--- src/design/dpb_pkg.sv ---
`timescale 1ns / 1ps
// dpb_pkg: shared types, widths and helper functions of the depth pixel
// back-projection block. No dependencies.
package dpb_pkg;

  localparam int MAX_DIM         = 4096;
  localparam int RECIP_FRAC_BITS = 24;

  localparam int DEPTH_W = 16;
  localparam int COORD_W = 12;
  localparam int DIM_W   = 13;
  localparam int RECIP_W = 24;
  localparam int CTR_W   = 16;
  localparam int COLOR_W = 8;
  localparam int CFG_DW  = 24;
  localparam int CFG_IW  = 3;

  localparam int SCALE_W = 22;
  localparam logic [SCALE_W-1:0] SCALE_Q24 = 22'd2423368;
  localparam int ZF_W    = DEPTH_W + SCALE_W;
  localparam int Z8_SHIFT = 16;
  localparam int Z8_W    = ZF_W - Z8_SHIFT;
  localparam int Z_W     = 14;
  localparam int MAG_W   = 16;
  localparam int A_W     = MAG_W + RECIP_W;
  localparam int HALF_W  = A_W / 2;
  localparam int PP_W    = HALF_W + Z8_W;
  localparam int PROD_W  = A_W + Z8_W;
  localparam int XY_SHIFT = 4 + RECIP_FRAC_BITS + 8;
  localparam int Q_W     = PROD_W - XY_SHIFT;
  localparam int OUT_W   = 21;

  localparam int QUEUE_DEPTH = 4;
  localparam int QPTR_W      = $clog2(QUEUE_DEPTH);

  typedef enum logic [CFG_IW-1:0] {
    CFG_INV_FOCAL_X  = 3'd0,
    CFG_INV_FOCAL_Y  = 3'd1,
    CFG_CENTRE_X     = 3'd2,
    CFG_CENTRE_Y     = 3'd3,
    CFG_FRAME_WIDTH  = 3'd4,
    CFG_FRAME_HEIGHT = 3'd5
  } cfg_idx_t;

  typedef enum logic [2:0] {
    ST_IDLE,
    ST_ZMUL,
    ST_AMUL,
    ST_PLO,
    ST_PHI,
    ST_SUM,
    ST_OUT
  } back_state_t;

  typedef struct packed {
    logic [DEPTH_W-1:0] depth;
    logic [COORD_W-1:0] col;
    logic [COORD_W-1:0] row;
    logic [COLOR_W-1:0] red;
    logic [COLOR_W-1:0] green;
    logic [COLOR_W-1:0] blue;
  } dpb_item_t;

  typedef struct packed {
    logic [RECIP_W-1:0] inv_fx;
    logic [RECIP_W-1:0] inv_fy;
    logic [CTR_W-1:0]   cx;
    logic [CTR_W-1:0]   cy;
  } cam_cfg_t;

  function automatic logic [DIM_W-1:0] dim_limit(input logic [DIM_W-1:0] v);
    logic [DIM_W-1:0] r;
    r = v;
    if (v == '0) begin
      r = DIM_W'(1);
    end else if (v > DIM_W'(MAX_DIM)) begin
      r = DIM_W'(MAX_DIM);
    end
    return r;
  endfunction

  // floor of signed product over 2^XY_SHIFT, saturated to OUT_W bits
  function automatic logic [OUT_W-1:0] sat_coord(input logic [PROD_W-1:0] prod,
                                                  input logic neg);
    logic [Q_W-1:0] q;
    logic           frac;
    logic [Q_W:0]   qn;
    logic [OUT_W-1:0] r;
    q    = prod[PROD_W-1:XY_SHIFT];
    frac = |prod[XY_SHIFT-1:0];
    qn   = {1'b0, q} + {{Q_W{1'b0}}, frac};
    if (neg) begin
      if (qn > (Q_W+1)'(1 << (OUT_W - 1))) begin
        r = {1'b1, {(OUT_W-1){1'b0}}};
      end else begin
        r = ~qn[OUT_W-1:0] + OUT_W'(1);
      end
    end else begin
      if (q > Q_W'((1 << (OUT_W - 1)) - 1)) begin
        r = {1'b0, {(OUT_W-1){1'b1}}};
      end else begin
        r = q[OUT_W-1:0];
      end
    end
    return r;
  endfunction

endpackage

--- src/design/dpb_queue.sv ---
`timescale 1ns / 1ps
// dpb_queue: short FIFO of kept pixels between front and back.
// Depends on dpb_pkg.
module dpb_queue (
  input  logic               clk,
  input  logic               rst_n,
  input  logic               push,
  input  dpb_pkg::dpb_item_t push_item,
  output logic               full,
  input  logic               pop,
  output logic               not_empty,
  output dpb_pkg::dpb_item_t pop_item
);
  import dpb_pkg::*;

  dpb_item_t         mem_r [QUEUE_DEPTH];
  logic [QPTR_W-1:0] wr_ptr_r, wr_ptr_nxt;
  logic [QPTR_W-1:0] rd_ptr_r, rd_ptr_nxt;
  logic [QPTR_W:0]   cnt_r, cnt_nxt;

  assign full      = (cnt_r == (QPTR_W+1)'(QUEUE_DEPTH));
  assign not_empty = (cnt_r != '0);
  assign pop_item  = mem_r[rd_ptr_r];

  always_comb begin
    wr_ptr_nxt = push ? wr_ptr_r + QPTR_W'(1) : wr_ptr_r;
    rd_ptr_nxt = pop  ? rd_ptr_r + QPTR_W'(1) : rd_ptr_r;
    cnt_nxt    = cnt_r + (QPTR_W+1)'(push) - (QPTR_W+1)'(pop);
  end

  always_ff @(posedge clk) begin
    if (!rst_n) begin
      wr_ptr_r <= '0;
      rd_ptr_r <= '0;
      cnt_r    <= '0;
    end else begin
      wr_ptr_r <= wr_ptr_nxt;
      rd_ptr_r <= rd_ptr_nxt;
      cnt_r    <= cnt_nxt;
    end
  end

  always_ff @(posedge clk) begin
    if (push) begin
      mem_r[wr_ptr_r] <= push_item;
    end
  end

  a_no_overflow: assert property (@(posedge clk) disable iff (!rst_n)
    !(push && full && !pop))
    else $error("queue push while full");

  a_no_underflow: assert property (@(posedge clk) disable iff (!rst_n)
    pop |-> not_empty)
    else $error("queue pop while empty");

  a_count_bound: assert property (@(posedge clk) disable iff (!rst_n)
    cnt_r <= (QPTR_W+1)'(QUEUE_DEPTH))
    else $error("queue count out of range");

endmodule

--- config.mk ---
export PLATFORM = sky130hd
export DESIGN_NAME = dpb_queue
export DESIGN_NICKNAME = d
export VERILOG_FILES = /design/src/design/dpb_pkg.sv /design/src/design/dpb_queue.sv
export SDC_FILE = /design/constraint.sdc
export NUM_CORES = 1
export LEC_CHECK = 0
export BUFFER_PORTS_ARGS = -buffer_cell sky130_fd_sc_hd__buf_2
export CORE_ASPECT_RATIO = 0.6
export CORE_MARGIN = 3
export CORE_UTILIZATION = 55
export CTS_CLUSTER_DIAMETER = 120
export DETAILED_ROUTE_END_ITERATION = 8
export HOLD_SLACK_MARGIN = 0.1
export PLACE_DENSITY = 0.77
export SYNTH_ARGS = -nofsm -noshare
export SYNTH_HDL_FRONTEND = slang
export SYNTH_SLANG_ARGS = --single-unit
--- constraint.sdc ---
create_clock -name clk -period 2.8 [get_ports clk]
set_input_delay 0.14 -clock clk [delete_from_list [all_inputs] [get_ports clk]]
set_output_delay 0.14 -clock clk [all_outputs]
set_load 0.01 [all_outputs]
# After elaboration in Yosys (flattened, before gate mapping)
# Memory sizes are Yosys's and may differ from the RTL's. A register that Yosys moved wholly into a read port is not among the register bits.
# Index checks and enable logic that the tools add are counted.
[word_totals]
regBits = 7
inputBits = 68
mem_count = 1
ramBits = 256
[memory_table]
columns = ["name", "depth", "width", "rd", "rd_ports_with_merged_regs", "wr", "line_no", "text"]
rows = [
  ["mem_r", 4, 64, 1, 1, 1, "dpb_queue.sv:16", "dpb_item_t mem_r [QUEUE_DEPTH];"],
]
[op_classes]
n_eq_ne = 1
n_reduce_logical = 1
mux = 4
addsub = 4
[op_table]
columns = ["cell", "count"]
rows = [
  ["adder 2 x 1 -> 2 bit (second input constant)", 2],
  ["two-way mux 2 bit", 2],
  ["adder 3 x 1 -> 3 bit", 1],
  ["equality test 3 bit (second input constant)", 1],
  ["nonzero test 3 bit", 1],
  ["subtractor 3 x 1 -> 3 bit", 1],
  ["two-way mux 1 bit", 2],
]

# Longest topological paths before layout
[depth]
ltp_word = 3
depth_mapped = 7
depth_no_buf = 7

# Worst setup path after synthesis
# OpenSTA, ideal clock, no wires.
[synth_path]
path_kind = "register to register"
startpoint = "register wr_ptr_r[0]"
endpoint = "memory mem_r[2][0] (netlist bit), enable pin"
path_stages_with_launch = 4
setup_time_ns = 0.429
n_path_buf = 0
slack_ns = 0.324
arrival_ns = 2.048
required_time_ns = 2.371
path_cell_list = "dfxtp_1 inv_1 ha_1 and2_1"
[synth_lines]
columns = ["item", "line_no", "text"]
rows = [
  ["start, declared", "dpb_queue.sv:17", "logic [QPTR_W-1:0] wr_ptr_r, wr_ptr_nxt;"],
  ["start signal, assigned", "dpb_queue.sv:37", "wr_ptr_r <= wr_ptr_nxt;"],
  ["end, declared", "dpb_queue.sv:16", ""],
]
# Straight into the memory's write port.

==> results.ini <==
[outcome]
run_status=finished clean

[power]
clock_power_share_pct=34.7
power.switching_w=0.00178
ir_worst_vdd_mv=0.467
comb_power_share_pct=11.0
power_leakage_nw=4.15
internal_power_w=0.00670
totalPowerFinal_w=0.00848
seqPwrFrac_pct=54.4
p_per_area_nw_per_um2=703
p_sw_share_pct=21.0

[clock_network]
h-tree-depth=1
cts.sinks=265
worst_skew_pair.late_latency_ps=500
cts_hold_buf=67
numCtsBuffers=23
postCtsSetupRepairBufs=0
cts_root_buf=clkbuf_16
tritoncts=built
path_clk_slew_ps=60
cts-resized-gates=0
cts_max_path_buffers=3

[setup_path]
slowest_delay_ps=600
arrival_ps=2020
r2r_start=wr_ptr_r[0]
worstSetupEndpointType=output pin
critPathTopFamily=multiplexers
worst-setup-path-type=reg -> out
path_cells=buf_4 > mux4_2 > buf_2
crit_required_ps=2660
critPathMaxFanout=23
rrSetupSlack_ps=1040
start_kind=register
reg2regPathDepth=4
rr_endpoint=mem_r[0][34]
cp_num_buf_inv=2
crit_slowest_cell=mux4_2

[finish]
final_cells=845
diodes=0
drive_gt1_share_pct=39.3
nets=671
area_growth_pct=23.7

[drt]
drtPass1Iterations=4
remaining_drc_errors=0
vias_per_cell=5.42
drtIter0Drc=389
post_drt_wl_per_cell_microns=20.8
final_antenna_net_count=0
num_vias=4576
drt_wl_total_mm=17.6

[logic_synthesis]
synth_seq_cells=265
synth_cells=377
yosys_warnings=0
netlist-cell-type-count=21
synth_edf_count=256
synth_area_sq_um=9750
synth_common_cells=256 x edfxtp_1, 60 x mux4_2, 9 x dfxtp_1
synth_top_cells_by_area=edfxtp_1 79%, mux4_2 14%, dfxtp_1 1.8%
synthesis.nets=452
ys_async_sr_fraction_pct=0
synth_flop_cell=edfxtp_1
synth.avg_cell_area_sq_um=25.9
yosysTopAreaCellShare_pct=78.8
synth_top_area_cell=edfxtp_1
yosysSeqAreaShare_pct=80.7
yosysMostFrequentCell=edfxtp_1

[sta]
fin_crit_sh_pct=77.1
hold_ws_ps=390
setup-tns-final_ps=0
period_needed_ps=2160
finalSetupViolCount=0
fmax_mhz=463
fin_worst_skew_ps=8.65
hold_viol_final=0
fin_ws_ps=642
worst_slew_pin_slew_ps=666
rsz0062_at_grt=false
slew_violations=0
timing.slew.headroom_pct=55.6

[placement]
gp_congestion=0.699
io_buffer_count=133
dp.cells=738
post-place-ws_ps=1030
hpwl_mm=10.5

[floorplan]
core_sq_um=17300
initial_core_util_pct=56.5
io-pin-count=134
die_h_microns=109
fp.dieW_microns=178
rows=37
dieArea_sq_um=19400

[grt]
overflow=0
grt_pass1_wl_mm=26.9
antenna_found_initial=0
grt_pass1_vias=4636
global_route.usage.total_pct=18.5
grt_max_degree=42

[hold_path]
min_from=push_item[16]
hold_class=in -> reg
min_to=mem_r[0][16]
holdPathStages=2

[run]
maxCapViolations=0

## final cells by class
type	instances	area, sq um
Sequential cell	265	7870
Fill cell	1041	5200
Multi-Input combinational cell	91	1700
Timing Repair Buffer	208	1470
Clock buffer	32	639
Tap cell	234	293
Clock inverter	8	62.6
Inverter	7	26.3
## registers in the layout, summed over array words and instances, names as in the netlist, named ones only
signal / count
mem_r: 256
rd_ptr_r: 2
cnt_r: 3
wr_ptr_r: 2
## routing by layer
metal  routed length (microns)  vias to the layer above  GRT usage [%]
met5                         0                        -              0
met1                      7750                     2326           28.7
met4                       231                        0           3.98
met3                      1560                       21           4.31
met2                      8080                      190           27.5
li1                          -                     2039              -
## cell usage in the layout, fill, tap and decap left out, types with 2 or more instances in the layout
cell type	instances
ha_1	6
clkbuf_1	6
inv_1	7
buf_12	6
mux4_2	60
clkbuf_8	3
clkbuf_16	23
buf_2	133
edfxtp_1	256
and2_4	4
and2_1	2
buf_4	2
dfxtp_1	7
clkinv_2	5
dlygate4sd3_1	67
clkinv_1	2
mux4_1	4
xnor2_1	2
nor2_1	5
## kinds of logic (layout without fill, tap and decap cells)
logic type / count (synthesis) / count (layout) / share of synthesized area (%)
compound gates: 2 / 2 / 0.154
xor+xnor: 3 / 3 / 0.423
fa+ha+maj: 7 / 7 / 0.975
mux: 65 / 65 / 15.0
buf+inv: 21 / 255 / 1.98
flops: 265 / 265 / 80.7
simple gates: 14 / 14 / 0.783
## stage by stage
step	utilization [%]	cell area, sq um
after floorplan	-	9750
after global placement	61.9	10700
after detailed placement	61.9	10700
after CTS	69.9	12100
after global routing	69.9	12100
final	69.9	12100
## worst max path at each step
stage / start / end / depth (start not counted)
after CTS: register / pop_item[34] / 3
final: register / pop_item[34] / 3
after floorplan: wr_ptr_r[0] / mem_r[2][0] / 3
after global routing: register / pop_item[25] / 3
after global placement: wr_ptr_r[0] / mem_r[0][52] / 4
after detailed placement: wr_ptr_r[0] / mem_r[1][59] / 3
## power groups by stage
| stage | Sequential, W | Clock, W | Combinational [W] |
|---|---|---|---|
| detailed placement | 0.00470 | 0 | 0.000870 |
| CTS | 0.00461 | 0.00301 | 0.000947 |
| finish | 0.00461 | 0.00294 | 0.000931 |
| floorplan | 0.00468 | 0 | 0.000545 |
| global placement | 0.00468 | 0 | 0.000850 |
| global route | 0.00463 | 0.00317 | 0.00101 |
Note: power is estimated with default switching activity, not from simulation.
