==> src/design/dpb_pkg.sv <==
`timescale 1ns / 1ps
// dpb_pkg: shared types, widths and helper functions of the depth pixel
// back-projection block. No dependencies.
package dpb_pkg;

  localparam int MAX_DIM         = 4096;
  localparam int RECIP_FRAC_BITS = 24;

  localparam int DEPTH_W = 16;
  localparam int COORD_W = 12;
  localparam int DIM_W   = 13;
  localparam int RECIP_W = 24;
  localparam int CTR_W   = 16;
  localparam int COLOR_W = 8;
  localparam int CFG_DW  = 24;
  localparam int CFG_IW  = 3;

  localparam int SCALE_W = 22;
  localparam logic [SCALE_W-1:0] SCALE_Q24 = 22'd2423368;
  localparam int ZF_W    = DEPTH_W + SCALE_W;
  localparam int Z8_SHIFT = 16;
  localparam int Z8_W    = ZF_W - Z8_SHIFT;
  localparam int Z_W     = 14;
  localparam int MAG_W   = 16;
  localparam int A_W     = MAG_W + RECIP_W;
  localparam int HALF_W  = A_W / 2;
  localparam int PP_W    = HALF_W + Z8_W;
  localparam int PROD_W  = A_W + Z8_W;
  localparam int XY_SHIFT = 4 + RECIP_FRAC_BITS + 8;
  localparam int Q_W     = PROD_W - XY_SHIFT;
  localparam int OUT_W   = 21;

  localparam int QUEUE_DEPTH = 4;
  localparam int QPTR_W      = $clog2(QUEUE_DEPTH);

  typedef enum logic [CFG_IW-1:0] {
    CFG_INV_FOCAL_X  = 3'd0,
    CFG_INV_FOCAL_Y  = 3'd1,
    CFG_CENTRE_X     = 3'd2,
    CFG_CENTRE_Y     = 3'd3,
    CFG_FRAME_WIDTH  = 3'd4,
    CFG_FRAME_HEIGHT = 3'd5
  } cfg_idx_t;

  typedef enum logic [2:0] {
    ST_IDLE,
    ST_ZMUL,
    ST_AMUL,
    ST_PLO,
    ST_PHI,
    ST_SUM,
    ST_OUT
  } back_state_t;

  typedef struct packed {
    logic [DEPTH_W-1:0] depth;
    logic [COORD_W-1:0] col;
    logic [COORD_W-1:0] row;
    logic [COLOR_W-1:0] red;
    logic [COLOR_W-1:0] green;
    logic [COLOR_W-1:0] blue;
  } dpb_item_t;

  typedef struct packed {
    logic [RECIP_W-1:0] inv_fx;
    logic [RECIP_W-1:0] inv_fy;
    logic [CTR_W-1:0]   cx;
    logic [CTR_W-1:0]   cy;
  } cam_cfg_t;

  function automatic logic [DIM_W-1:0] dim_limit(input logic [DIM_W-1:0] v);
    logic [DIM_W-1:0] r;
    r = v;
    if (v == '0) begin
      r = DIM_W'(1);
    end else if (v > DIM_W'(MAX_DIM)) begin
      r = DIM_W'(MAX_DIM);
    end
    return r;
  endfunction

  // floor of signed product over 2^XY_SHIFT, saturated to OUT_W bits
  function automatic logic [OUT_W-1:0] sat_coord(input logic [PROD_W-1:0] prod,
                                                  input logic neg);
    logic [Q_W-1:0] q;
    logic           frac;
    logic [Q_W:0]   qn;
    logic [OUT_W-1:0] r;
    q    = prod[PROD_W-1:XY_SHIFT];
    frac = |prod[XY_SHIFT-1:0];
    qn   = {1'b0, q} + {{Q_W{1'b0}}, frac};
    if (neg) begin
      if (qn > (Q_W+1)'(1 << (OUT_W - 1))) begin
        r = {1'b1, {(OUT_W-1){1'b0}}};
      end else begin
        r = ~qn[OUT_W-1:0] + OUT_W'(1);
      end
    end else begin
      if (q > Q_W'((1 << (OUT_W - 1)) - 1)) begin
        r = {1'b0, {(OUT_W-1){1'b1}}};
      end else begin
        r = q[OUT_W-1:0];
      end
    end
    return r;
  endfunction

endpackage

==> src/design/dpb_front.sv <==
`timescale 1ns / 1ps
// dpb_front: input acceptance, raster counters and mask filtering.
// Depends on dpb_pkg; feeds dpb_queue.
module dpb_front (
  input  logic                         clk,
  input  logic                         rst_n,
  input  logic                         in_valid,
  output logic                         in_stall,
  input  logic [dpb_pkg::DEPTH_W-1:0]  in_depth_raw,
  input  logic                         in_keep_pixel,
  input  logic [dpb_pkg::COLOR_W-1:0]  in_red,
  input  logic [dpb_pkg::COLOR_W-1:0]  in_green,
  input  logic [dpb_pkg::COLOR_W-1:0]  in_blue,
  input  logic [dpb_pkg::DIM_W-1:0]    frame_width,
  input  logic [dpb_pkg::DIM_W-1:0]    frame_height,
  input  logic                         q_full,
  output logic                         q_push,
  output dpb_pkg::dpb_item_t           q_item
);
  import dpb_pkg::*;

  logic [COORD_W-1:0] col_r, col_nxt;
  logic [COORD_W-1:0] row_r, row_nxt;
  logic [DIM_W-1:0]   wl, hl;
  logic [DIM_W-1:0]   col_inc, row_inc;
  logic               accept;

  assign in_stall = q_full;
  assign accept   = in_valid && !in_stall;
  assign q_push   = accept && in_keep_pixel;

  assign q_item.depth = in_depth_raw;
  assign q_item.col   = col_r;
  assign q_item.row   = row_r;
  assign q_item.red   = in_red;
  assign q_item.green = in_green;
  assign q_item.blue  = in_blue;

  assign wl      = dim_limit(frame_width);
  assign hl      = dim_limit(frame_height);
  assign col_inc = {1'b0, col_r} + DIM_W'(1);
  assign row_inc = {1'b0, row_r} + DIM_W'(1);

  always_comb begin
    col_nxt = col_r;
    row_nxt = row_r;
    if (accept) begin
      if (col_inc >= wl) begin
        col_nxt = '0;
        row_nxt = (row_inc >= hl) ? '0 : row_inc[COORD_W-1:0];
      end else begin
        col_nxt = col_inc[COORD_W-1:0];
      end
    end
  end

  always_ff @(posedge clk) begin
    if (!rst_n) begin
      col_r <= '0;
      row_r <= '0;
    end else begin
      col_r <= col_nxt;
      row_r <= row_nxt;
    end
  end

endmodule

==> config.mk <==
export PLATFORM = sky130hd
export DESIGN_NAME = dpb_front
export DESIGN_NICKNAME = d
export VERILOG_FILES = /design/src/design/dpb_pkg.sv /design/src/design/dpb_front.sv
export SDC_FILE = /design/constraint.sdc
export NUM_CORES = 1
export LEC_CHECK = 0
export ABC_AREA = 1
export BUFFER_PORTS_ARGS = -buffer_cell sky130_fd_sc_hd__buf_2
export CELL_PAD_IN_SITES_DETAIL_PLACEMENT = 1
export CELL_PAD_IN_SITES_GLOBAL_PLACEMENT = 1
export CORE_UTILIZATION = 33
export DETAILED_ROUTE_END_ITERATION = 8
export PLACE_DENSITY_LB_ADDON = 0.3
export SLEW_MARGIN = 40
export SYNTH_ARGS = -nofsm -noshare
export SYNTH_HDL_FRONTEND = slang
export SYNTH_SLANG_ARGS = --single-unit
==> constraint.sdc <==
create_clock -name clk -period 5 [get_ports clk]
set_input_delay 0 -clock clk [delete_from_list [all_inputs] [get_ports clk]]
set_output_delay 0 -clock clk [all_outputs]
set_load 0.02 [all_outputs]
* Yosys cells after proc, flatten, opt, wreduce, memory -nomap -nowiden
Index checks and enable logic that the tools add are counted.
Operators by class: add/sub/neg operators 2, order comparisons 4, muxes and demuxes 6, reduce and logical (&&, ||, !) cells 6
Operator list (count):
- two-way mux 13 bit | 4
- adder 12 x 1 -> 13 bit (second input constant) | 2
- greater-or-equal comparator 13 bit | 2
- greater-than comparator 13 bit (second input constant) | 2
- zero test 13 bit | 2
- two-way mux 12 bit | 2
- logical AND 1 bit | 2
- AND reduction 2 bit | 1
- zero test 1 bit | 1
Word-level totals: flip-flop bits (word level) 24, output and inout port bits 66, input port bits 71

* Depth between registers and ports, before layout
Gate-level depths: netlist of the first run.
depth in word-level cells 5, depth in mapped cells 19, depth with buffers taken out 18

* Worst setup path before layout of the first run
OpenSTA, ideal clock, no wires.
path kind reg-to-reg, from register col_r[0], to register row_r[8], stages on the path, launching flop included 18, arrival time 2.441 ns, library setup time 0.113 ns, slack 2.446 ns, buffers on the path 1, cells stage by stage dfxtp_1 > ha_1 > nand3_1 > nor3b_1 > nand2_1 > nor3_1 > ha_1 > nand2_2 > inv_1 > nand2_1 > nand2_1 > a21oi_2 > nand2_2 > nand2_4 > buf_6 > nand2_1 > nand2_1 > nor2_1
On the way: longest elaborated chain between the ends 3
Ends and longest elaborated chain:
- from (decl) | line dpb_front.sv:22 | logic [COORD_W-1:0] col_r, col_nxt;
- from (signal assigned) | line dpb_front.sv:62 | col_r <= col_nxt;
- adder 12 x 1 -> 13 bit | line dpb_front.sv:41 | assign col_inc = {1'b0, col_r} + DIM_W'(1);
- greater-or-equal comparator 13 bit | line dpb_front.sv:48 | if (col_inc >= wl) begin
- AND reduction 2 bit (no line)
- to (signal assigned) | line dpb_front.sv:63 | row_r <= row_nxt;
- to (decl) | line dpb_front.sv:23 | logic [COORD_W-1:0] row_r, row_nxt;
No other way between the ends. A chain may end at the register's enable or synchronous reset.

* Worst setup path in the final report of the first run
from register col_r[0], to register row_r[1]
The elaborated chain is that of the path after synthesis.

==> flow_summary.toml, run 1 <==
[critical_path]
worstReg2RegEnd = "row_r[1]$_SDFFE_PN0P_"
crit_path_end_kind = "register"
required_ns = 5.17
crit_type = "register to register"
r2r_start = "col_r[0]$_SDFFE_PN0P_"
r2r_slack_ns = 1.85
path_max_fanout = 24
start_kind = "register"
critPathArrivalTime_ns = 3.32
worst_r2r_path_depth = 16

[sta]
fin_crit_ns = 3.151
timing.final.ws_setup_ns = 1.849
hold_ws_ns = 0.000007125
clock_skew_ns = 0.008180
finalSetupTns_ns = 0
worst_slew_pin_slew_ns = 0.6688
finalCritPeriodShare_pct = 63.03
rsz0062_at_grt = "no"
max_slew_margin_pct = 55.36
final_hold_viol_count = 0
max_freq_ghz = 0.3173
setup_viol_count_final = 0
maxSlewViolCount = 0

[synthesis]
synth.avg_cell_area_um2 = 6.184
synth_top_family_by_area = "simple AND/OR/NAND/NOR gates"
muxShareOfSynthArea_pct = 0
syn-instance-count = 437
synth_seq_cells = 24
synth_nets = 536
synth_cell_type_count = 29
synth-xor-area-share_pct = 3.519
synth-compound-area-share_pct = 5.602
ys_warn_count = 0
syn_area_mm2 = 0.002703
synth_fa_ha_area_share_pct = 12.96
synth-seq-area-share_pct = 17.78
synth-simple-area-share_pct = 38.01

[finish]
utilization_pct = 35.90
drive_gt1_share_pct = 17.67
layout_common_cells = "nand2_1, inv_1, buf_2"
final_common_cell = "nand2_1"
antennaDiodeCount = 0
fin_cells = 549
fin_nets = 547
multiInputGateArea_mm2 = 0.001627
n_fill_cell = 1095
regArea_um2 = 480.5
syn2layout_area_growth_pct = 3.704

[floorplan]
die-area_mm2 = 0.008555
die-height_um = 92.50
rows = 32
boundaryPins = 137
core-area_mm2 = 0.007807
start_util_pct = 34.62
die_x_um = 92.50

[cts]
cts_setup_buffers = 0
cts_max_level = 1
cts_tree = "built"
clock_path_buffers = 2
clock_latency_ns = 0.27
cts-root-buf = "clkbuf_8"
cts.sinks = 24
numCtsBuffers = 3
clkTransAtPathRegs_ns = 0.10
ctsHoldBuffers = 0
cts_resized = 0

[power]
leakagePower_nw = 1.593
ir_worst_vdd_mv = 0.08326
pwr-share-clk_pct = 33.8
p_switching_mw = 0.1166
p_sw_share_pct = 28.64
seqPwrFrac_pct = 47.9
p_int_mw = 0.2905
power_density_mw_per_mm2 = 145.3
combinationalPowerShare_pct = 18.3

[detailed_routing]
dr_total_vias = 2623
drc = 0
vias_per_cell = 4.778
drt_iter0_markers = 95
postRouteAntennaNets = 0
routed_wl_um = 7148
wire_per_inst_um = 13.02
first_pass_iters = 4

[worst_hold_path]
worstHoldPathType = "input port to output port"
min_to = "q_item[7]"
holdPathStages = 0
worstHoldStart = "in_blue[7]"

[placed_design]
hpwl_um = 5997
dp_cells = 545
finalWeightedCongestion = 0.8111
pre_cts_ws_ns = 1.848
port_buffers = 56

[grt]
grt.total_usage_pct = 17.12
grt-ovfl-total = 0
grt_first_pass_wirelength_um = 12060
grt_max_degree = 25
grt_pass1_vias = 2691
antenna_found_initial = 0

[job]
cap_violations = 0

[status]
status = "finished, final reports clean"
==> layout make-up <==
| cell class | count | share of cell area, % |
|---|---|---|
| Tap cell | 102 | 4.554 |
| Timing Repair Buffer | 56 | 10.00 |
| Clock buffer | 4 | 1.964 |
| Multi-Input combinational cell | 301 | 58.04 |
| Sequential cell | 24 | 17.14 |
| Inverter | 62 | 8.304 |
==> critical path: stages (launching register included) <==
cell and delay (ns):
dfxtp_1 0.42, ha_1 0.28, nand3_1 0.18, nor3b_1 0.29, nand2_1 0.08, nor3_1 0.15, ha_1 0.28, nand2_2 0.10
inv_1 0.05, nand2_1 0.07, nand2_1 0.06, a21oi_2 0.49, nand2_2 0.14, nand2_4 0.23, nand2_1 0.10, nand2_1 0.08
nor2_1 0.04
==> state kept, by name (all words and copies together), names as in the netlist <==
signal,count
col_r,12
row_r,12
==> routing by layer <==
metal	global-route usage [%]	wire, µm
met1	22.19	3393
met2	29.88	3372
met3	2.053	284
met4	4.297	98
met5	0	0
==> power by group through the flow <==
stage	registers (mW)	clock network (mW)	logic, mW
6_report	0.195	0.138	0.0746
5_1_grt	0.195	0.146	0.0867
3_5_place_dp	0.199	0	0.0758
4_1_cts	0.195	0.142	0.0761
2_1_floorplan	0.201	0	0.0921
3_3_place_gp	0.199	0	0.0723
==> worst max path at each step <==
stage / start / end / slack, ns / depth (start not counted)
6_report: col_r[0]$_SDFFE_PN0P_ / row_r[1]$_SDFFE_PN0P_ / 1.85 / 16
5_1_grt: col_r[0]$_SDFFE_PN0P_ / row_r[1]$_SDFFE_PN0P_ / 1.51 / 16
4_1_cts: col_r[0]$_SDFFE_PN0P_ / row_r[1]$_SDFFE_PN0P_ / 1.80 / 16
3_5_place_dp: col_r[0]$_SDFFE_PN0P_ / row_r[1]$_SDFFE_PN0P_ / 1.85 / 16
3_3_place_gp: col_r[1]$_SDFFE_PN0P_ / row_r[10]$_SDFFE_PN0P_ / 2.05 / 16
2_1_floorplan: col_r[0]$_SDFFE_PN0P_ / row_r[8]$_SDFFE_PN0P_ / 2.45 / 17
==> cells in the mapped netlist <==
cell      instances  area share, %
a21oi_1          21            3.9
a21oi_2           1           0.32
buf_2             4           0.74
buf_4            42             12
buf_6             2           0.83
clkbuf_1          2           0.28
dfxtp_1          24             18
ha_1             28             13
inv_1            61            8.5
inv_2             1           0.14
nand2_1         126             17
nand2_2           6            1.4
nand2_4           1           0.42
nand3_1          11            2.0
nand3_2           4            1.5
nand4_1          16            3.7
nor2_1           56            7.8
nor2_2            1           0.23
nor2_4            2           0.83
nor3_1            2           0.37
nor3_2            1           0.37
nor3b_1           1           0.28
nor4_1            7            1.6
o21ai_0           4           0.74
o21ai_1           2           0.37
o31ai_1           1           0.28
xnor2_1           1           0.32
xnor2_2           1           0.60
xor2_1            8            2.6
==> cell families (layout without fill, tap and decap cells) <==
group | count (synthesis) | count (layout)
flip-flops | 24 | 24
AND/OR/NAND/NOR | 234 | 234
buffers and inverters | 112 | 122
adder cells (fa/ha/maj) | 28 | 28
AO/OA/AOI/OAI | 29 | 29
XOR/XNOR | 10 | 10
==> per-stage QoR <==
step | power, mW | cell area (µm²)
floorplan | 0.2932 | 2703
global placement | 0.2717 | 2745
detailed placement | 0.2752 | 2748
CTS | 0.4127 | 2803
global route | 0.4284 | 2803
finish | 0.4071 | 2803
(Power assumes the default switching activity.)
==> run 2: changes to the inputs <==
--- a/config.mk
+++ b/config.mk
@@ -9,7 +9,7 @@
 export BUFFER_PORTS_ARGS = -buffer_cell sky130_fd_sc_hd__buf_2
 export CELL_PAD_IN_SITES_DETAIL_PLACEMENT = 1
 export CELL_PAD_IN_SITES_GLOBAL_PLACEMENT = 1
-export CORE_UTILIZATION = 33
+export CORE_UTILIZATION = 30
 export DETAILED_ROUTE_END_ITERATION = 8
 export PLACE_DENSITY_LB_ADDON = 0.3
 export SLEW_MARGIN = 40
==> constraint.sdc (replaced) <==
create_clock -name clk -period 3 [get_ports clk]
set_input_delay 0 -clock clk [delete_from_list [all_inputs] [get_ports clk]]
set_output_delay 0 -clock clk [all_outputs]
set_load 0.02 [all_outputs]
==> flow_summary.toml, run 2 (synthesized netlist as in run 1, its figures left out) <==
[detailed_routing]
first_pass_iters = 4
vias_per_cell = 4.786
drc = 0
postRouteAntennaNets = 0
wire_per_inst_um = 13.12
dr_total_vias = 2680
routed_wl_um = 7347
drt_iter0_markers = 36

[sta]
setup_viol_count_final = 0
finalSetupTns_ns = 0
maxSlewViolCount = 0
hold_ws_ns = 0.000008821
max_slew_margin_pct = 70.75
finalCritPeriodShare_pct = 89.19
max_freq_ghz = 0.3737
fin_crit_ns = 2.676
clock_skew_ns = 0.004186
final_hold_viol_count = 0
rsz0062_at_grt = "no"
worst_slew_pin_slew_ns = 0.4347

[cts]
cts_setup_buffers = 0
cts.sinks = 24
clkTransAtPathRegs_ns = 0.09
clock_path_buffers = 2
cts_max_level = 1
cts-root-buf = "clkbuf_8"
cts_resized = 0
ctsHoldBuffers = 0
cts_tree = "built"
numCtsBuffers = 3
clock_latency_ns = 0.27

[critical_path]
start_kind = "register"
crit_type = "register to register"
critPathArrivalTime_ns = 2.87
required_ns = 3.19
crit_path_end_kind = "register"
path_max_fanout = 12

[finish]
syn2layout_area_growth_pct = 5.648
antennaDiodeCount = 0
final_common_cell = "nand2_1"
finalInstanceArea_mm2 = 0.002855
layout_common_cells = "nand2_1, inv_1, nor2_1, buf_2, ha_1"
drive_gt1_share_pct = 18.81
reg_top3 = "col_r: 12 flops, row_r: 12 flops"
fin_nets = 553
n_fill_cell = 1169

[floorplan]
rows = 34
die_x_um = 96.92
boundaryPins = 137
core-area_mm2 = 0.008721
start_util_pct = 30.99
die-height_um = 96.92
die-area_mm2 = 0.009393

[grt]
grt_first_pass_wirelength_um = 12440
grt.total_usage_pct = 15.77
grt-ovfl-total = 0
grt_pass1_vias = 2753
antenna_found_initial = 0
grt_max_degree = 25

[placed_design]
port_buffers = 56
postPlaceCellArea_mm2 = 0.002798
hpwl_um = 6094
finalWeightedCongestion = 0.7838

[worst_hold_path]
worstHoldPathType = "input port to output port"

[power]
ir_worst_vdd_mv = 0.1151
power_density_mw_per_mm2 = 229.3
leakagePower_nw = 1.602

[status]
status = "finished, final reports clean"

[job]
cap_violations = 0
run 2: changes by cell type in the layout (fill, tap and decap cells not counted):
cell / before / now
buf_4: 0 / 6
ha_1: 28 / 27
nand2_8: 0 / 1
nor3b_2: 0 / 1
nand2_4: 1 / 0
nor2_1: 55 / 56
ha_2: 0 / 1
nor3b_1: 1 / 0
nor2_2: 2 / 1
clkbuf_8: 4 / 3
run 2: per-stage QoR:
step	utilization [%]	total power [mW]	setup slack [ns]	instances
floorplan	-	0.4887	0.4461	437
global placement	32.08	0.4582	0.2754	557
detailed placement	32.08	0.4633	0.1464	557
CTS	32.55	0.6656	0.1274	560
global route	32.74	0.6984	0.01017	560
finish	32.74	0.6547	0.3243	560
run 2: layout make-up:
class | instances | area (µm²) | area share [%]
clock buffers | 3 | 41.29 | 1.446
well taps | 108 | 135.1 | 4.733
inverters | 62 | 232.7 | 8.151
multi-input cells | 301 | 1640 | 57.45
repair buffers | 62 | 325.3 | 11.39
flip-flops and latches | 24 | 480.5 | 16.83
run 2: path summary, 6_finish.rpt:
kind | from | end | slack, ns | cells past startpoint
setup / recovery | col_r[1]$_SDFFE_PN0P_ | col_r[3]$_SDFFE_PN0P_ | 0.32 | 14
hold / removal | in_depth_raw[15] | q_item[63] | 0.000009 | 0
setup reg to reg | col_r[1]$_SDFFE_PN0P_ | col_r[3]$_SDFFE_PN0P_ | 0.32 | 14
hold reg to reg | col_r[11]$_SDFFE_PN0P_ | col_r[11]$_SDFFE_PN0P_ | 0.51 | 2
run 2: power by group:
group	internal [mW]	switching, mW	leakage, nW
combinational	0.0490	0.0820	1.39
clock	0.0901	0.110	0.0216
sequential	0.321	0.00278	0.194
run 2: per-layer routing:
layer  routed length (µm)  GRT usage, %  part of all wire, %  up-vias
met5                    0             0                    0        -
met4                   68         3.559                 0.93        0
met3                  340         3.107                  4.6        9
met2                 3580         28.71                   49       74
met1                 3357         18.93                   46     1234
li1                     -             -                    -     1363
run 2: worst max-delay path, stage by stage, from the launching register on:
cell	delay (ns)
dfxtp_1	0.40
ha_2	0.26
nand3_1	0.22
nor3b_2	0.25
nand2_1	0.09
nor3_1	0.19
ha_1	0.29
nand2_2	0.09
inv_1	0.05
nand2_1	0.06
nand2_1	0.06
a21oi_2	0.14
buf_4	0.23
nand4_1	0.11
a21oi_1	0.16
==> run 3: changes to the inputs <==
--- a/config.mk
+++ b/config.mk
@@ -11,8 +11,9 @@
 export CELL_PAD_IN_SITES_GLOBAL_PLACEMENT = 1
 export CORE_UTILIZATION = 30
 export DETAILED_ROUTE_END_ITERATION = 8
+export HOLD_SLACK_MARGIN = 0.1
 export PLACE_DENSITY_LB_ADDON = 0.3
-export SLEW_MARGIN = 40
+export SLEW_MARGIN = 20
 export SYNTH_ARGS = -nofsm -noshare
 export SYNTH_HDL_FRONTEND = slang
 export SYNTH_SLANG_ARGS = --single-unit
==> flow_summary.toml, run 3 (synthesized netlist as in run 1, its figures left out) <==
[status]
status = "finished, final reports clean"

[sta]
hold_ws_ns = 0.2408
final_hold_viol_count = 0
max_slew_margin_pct = 71.11
max_freq_ghz = 0.3740
maxSlewViolCount = 0
clock_skew_ns = 0.003604
worst_slew_pin_slew_ns = 0.4294
fin_crit_ns = 2.674
setup_viol_count_final = 0
finalCritPeriodShare_pct = 89.14
rsz0062_at_grt = "no"
finalSetupTns_ns = 0

[finish]
fin_nets = 594
reg_top3 = "col_r: 12 flops, row_r: 12 flops"
drive_gt1_share_pct = 17.24
layout_common_cells = "nand2_1, inv_1, nor2_1, buf_2, dlygate4sd3_1"
n_fill_cell = 1167
syn2layout_area_growth_pct = 20.83
antennaDiodeCount = 0
final_common_cell = "nand2_1"

[critical_path]
crit_type = "register to register"
required_ns = 3.20
critPathArrivalTime_ns = 2.87
path_max_fanout = 12
crit_path_end_kind = "register"
worstSetupStartpoint = "col_r[1]$_SDFFE_PN0P_"
start_kind = "register"
r2r_start = "col_r[1]$_SDFFE_PN0P_"

[grt]
grt_pass1_vias = 2825
grt_max_degree = 25
antenna_found_initial = 0
grt_first_pass_wirelength_um = 12700
grt.total_usage_pct = 16.03
grt-ovfl-total = 0

[floorplan]
rows = 34
die-height_um = 96.92
die_x_um = 96.92
start_util_pct = 30.99
boundaryPins = 137
core-area_mm2 = 0.008721
die-area_mm2 = 0.009393

[cts]
cts_max_level = 1
cts.sinks = 24
clock_path_buffers = 2
clkTransAtPathRegs_ns = 0.09
numCtsBuffers = 3
cts-root-buf = "clkbuf_8"
cts_tree = "built"
clock_latency_ns = 0.27

[placed_design]
port_buffers = 56
hpwl_um = 6094
finalWeightedCongestion = 0.7838

[power]
leakagePower_nw = 1.773
ir_worst_vdd_mv = 0.1165
finalPower_mw = 0.7384
power_density_mw_per_mm2 = 226.1

[detailed_routing]
dr_total_vias = 2843
vias_per_cell = 4.730
postRouteAntennaNets = 0
drt_iter0_markers = 44
drc = 0
wire_per_inst_um = 12.76
routed_wl_um = 7671
first_pass_iters = 4

[worst_hold_path]
worstHoldStart = "q_full"
worstHoldPathType = "input port to output port"

[job]
cap_violations = 0
## run 3: critical path, stage by stage (launching register included)
cell and delay, ns:
dfxtp_1 0.40, ha_2 0.26, nand3_1 0.22, nor3b_2 0.25, nand2_1 0.09, nor3_1 0.19, ha_1 0.29, nand2_2 0.10
inv_1 0.05, nand2_1 0.06, nand2_1 0.06, a21oi_2 0.14, buf_4 0.22, nand4_1 0.11, a21oi_1 0.16
## run 3: path summary, 6_finish.rpt
check | end | slack, ns | cells after the start
max | col_r[3]$_SDFFE_PN0P_ | 0.33 | 14
min | in_stall | 0.24 | 2
max reg2reg | col_r[3]$_SDFFE_PN0P_ | 0.33 | 14
min reg2reg | col_r[11]$_SDFFE_PN0P_ | 0.51 | 2
## run 3: per-stage QoR
stage | area (µm²) | worst slack [ns] | instances | util, %
after floorplan | 2703 | 0.4461 | 437 | -
after global placement | 2798 | 0.2754 | 557 | 32.08
after detailed placement | 2798 | 0.1464 | 557 | 32.08
after CTS | 3249 | 0.1274 | 601 | 37.26
after global routing | 3266 | 0.02236 | 601 | 37.45
final | 3266 | 0.3259 | 601 | 37.45
## run 3: metal layers
metal | vias to the layer above | part of all wire (%) | routed length, µm | global-route usage (%)
met5 | - | 0 | 0 | 0
met4 | 0 | 0.77 | 59 | 3.330
met3 | 5 | 3.7 | 285 | 1.806
met2 | 76 | 51 | 3882 | 29.85
met1 | 1317 | 45 | 3443 | 19.64
li1 | 1445 | - | - | -
## run 3: timing repair
item	4_1_cts	5_1_grt
hold buffers	41	0
resized for setup	0	3
setup endpoints to repair	0	24
hold endpoints to repair	52	0
setup buffers	0	0
## run 3: area by class of cell
type,count,area [µm²],area share (%)
Inverter,62,232.7,7.126
Timing Repair Buffer,103,735.7,22.53
Sequential cell,24,480.5,14.71
Multi-Input combinational cell,301,1640,50.23
Tap cell,108,135.1,4.138
Clock buffer,3,41.29,1.264
## run 3: power breakdown
group,total (mW),internal (mW),switching [mW]
logic,0.213,0.0858,0.128
clock network,0.201,0.0901,0.111
registers,0.324,0.321,0.00278
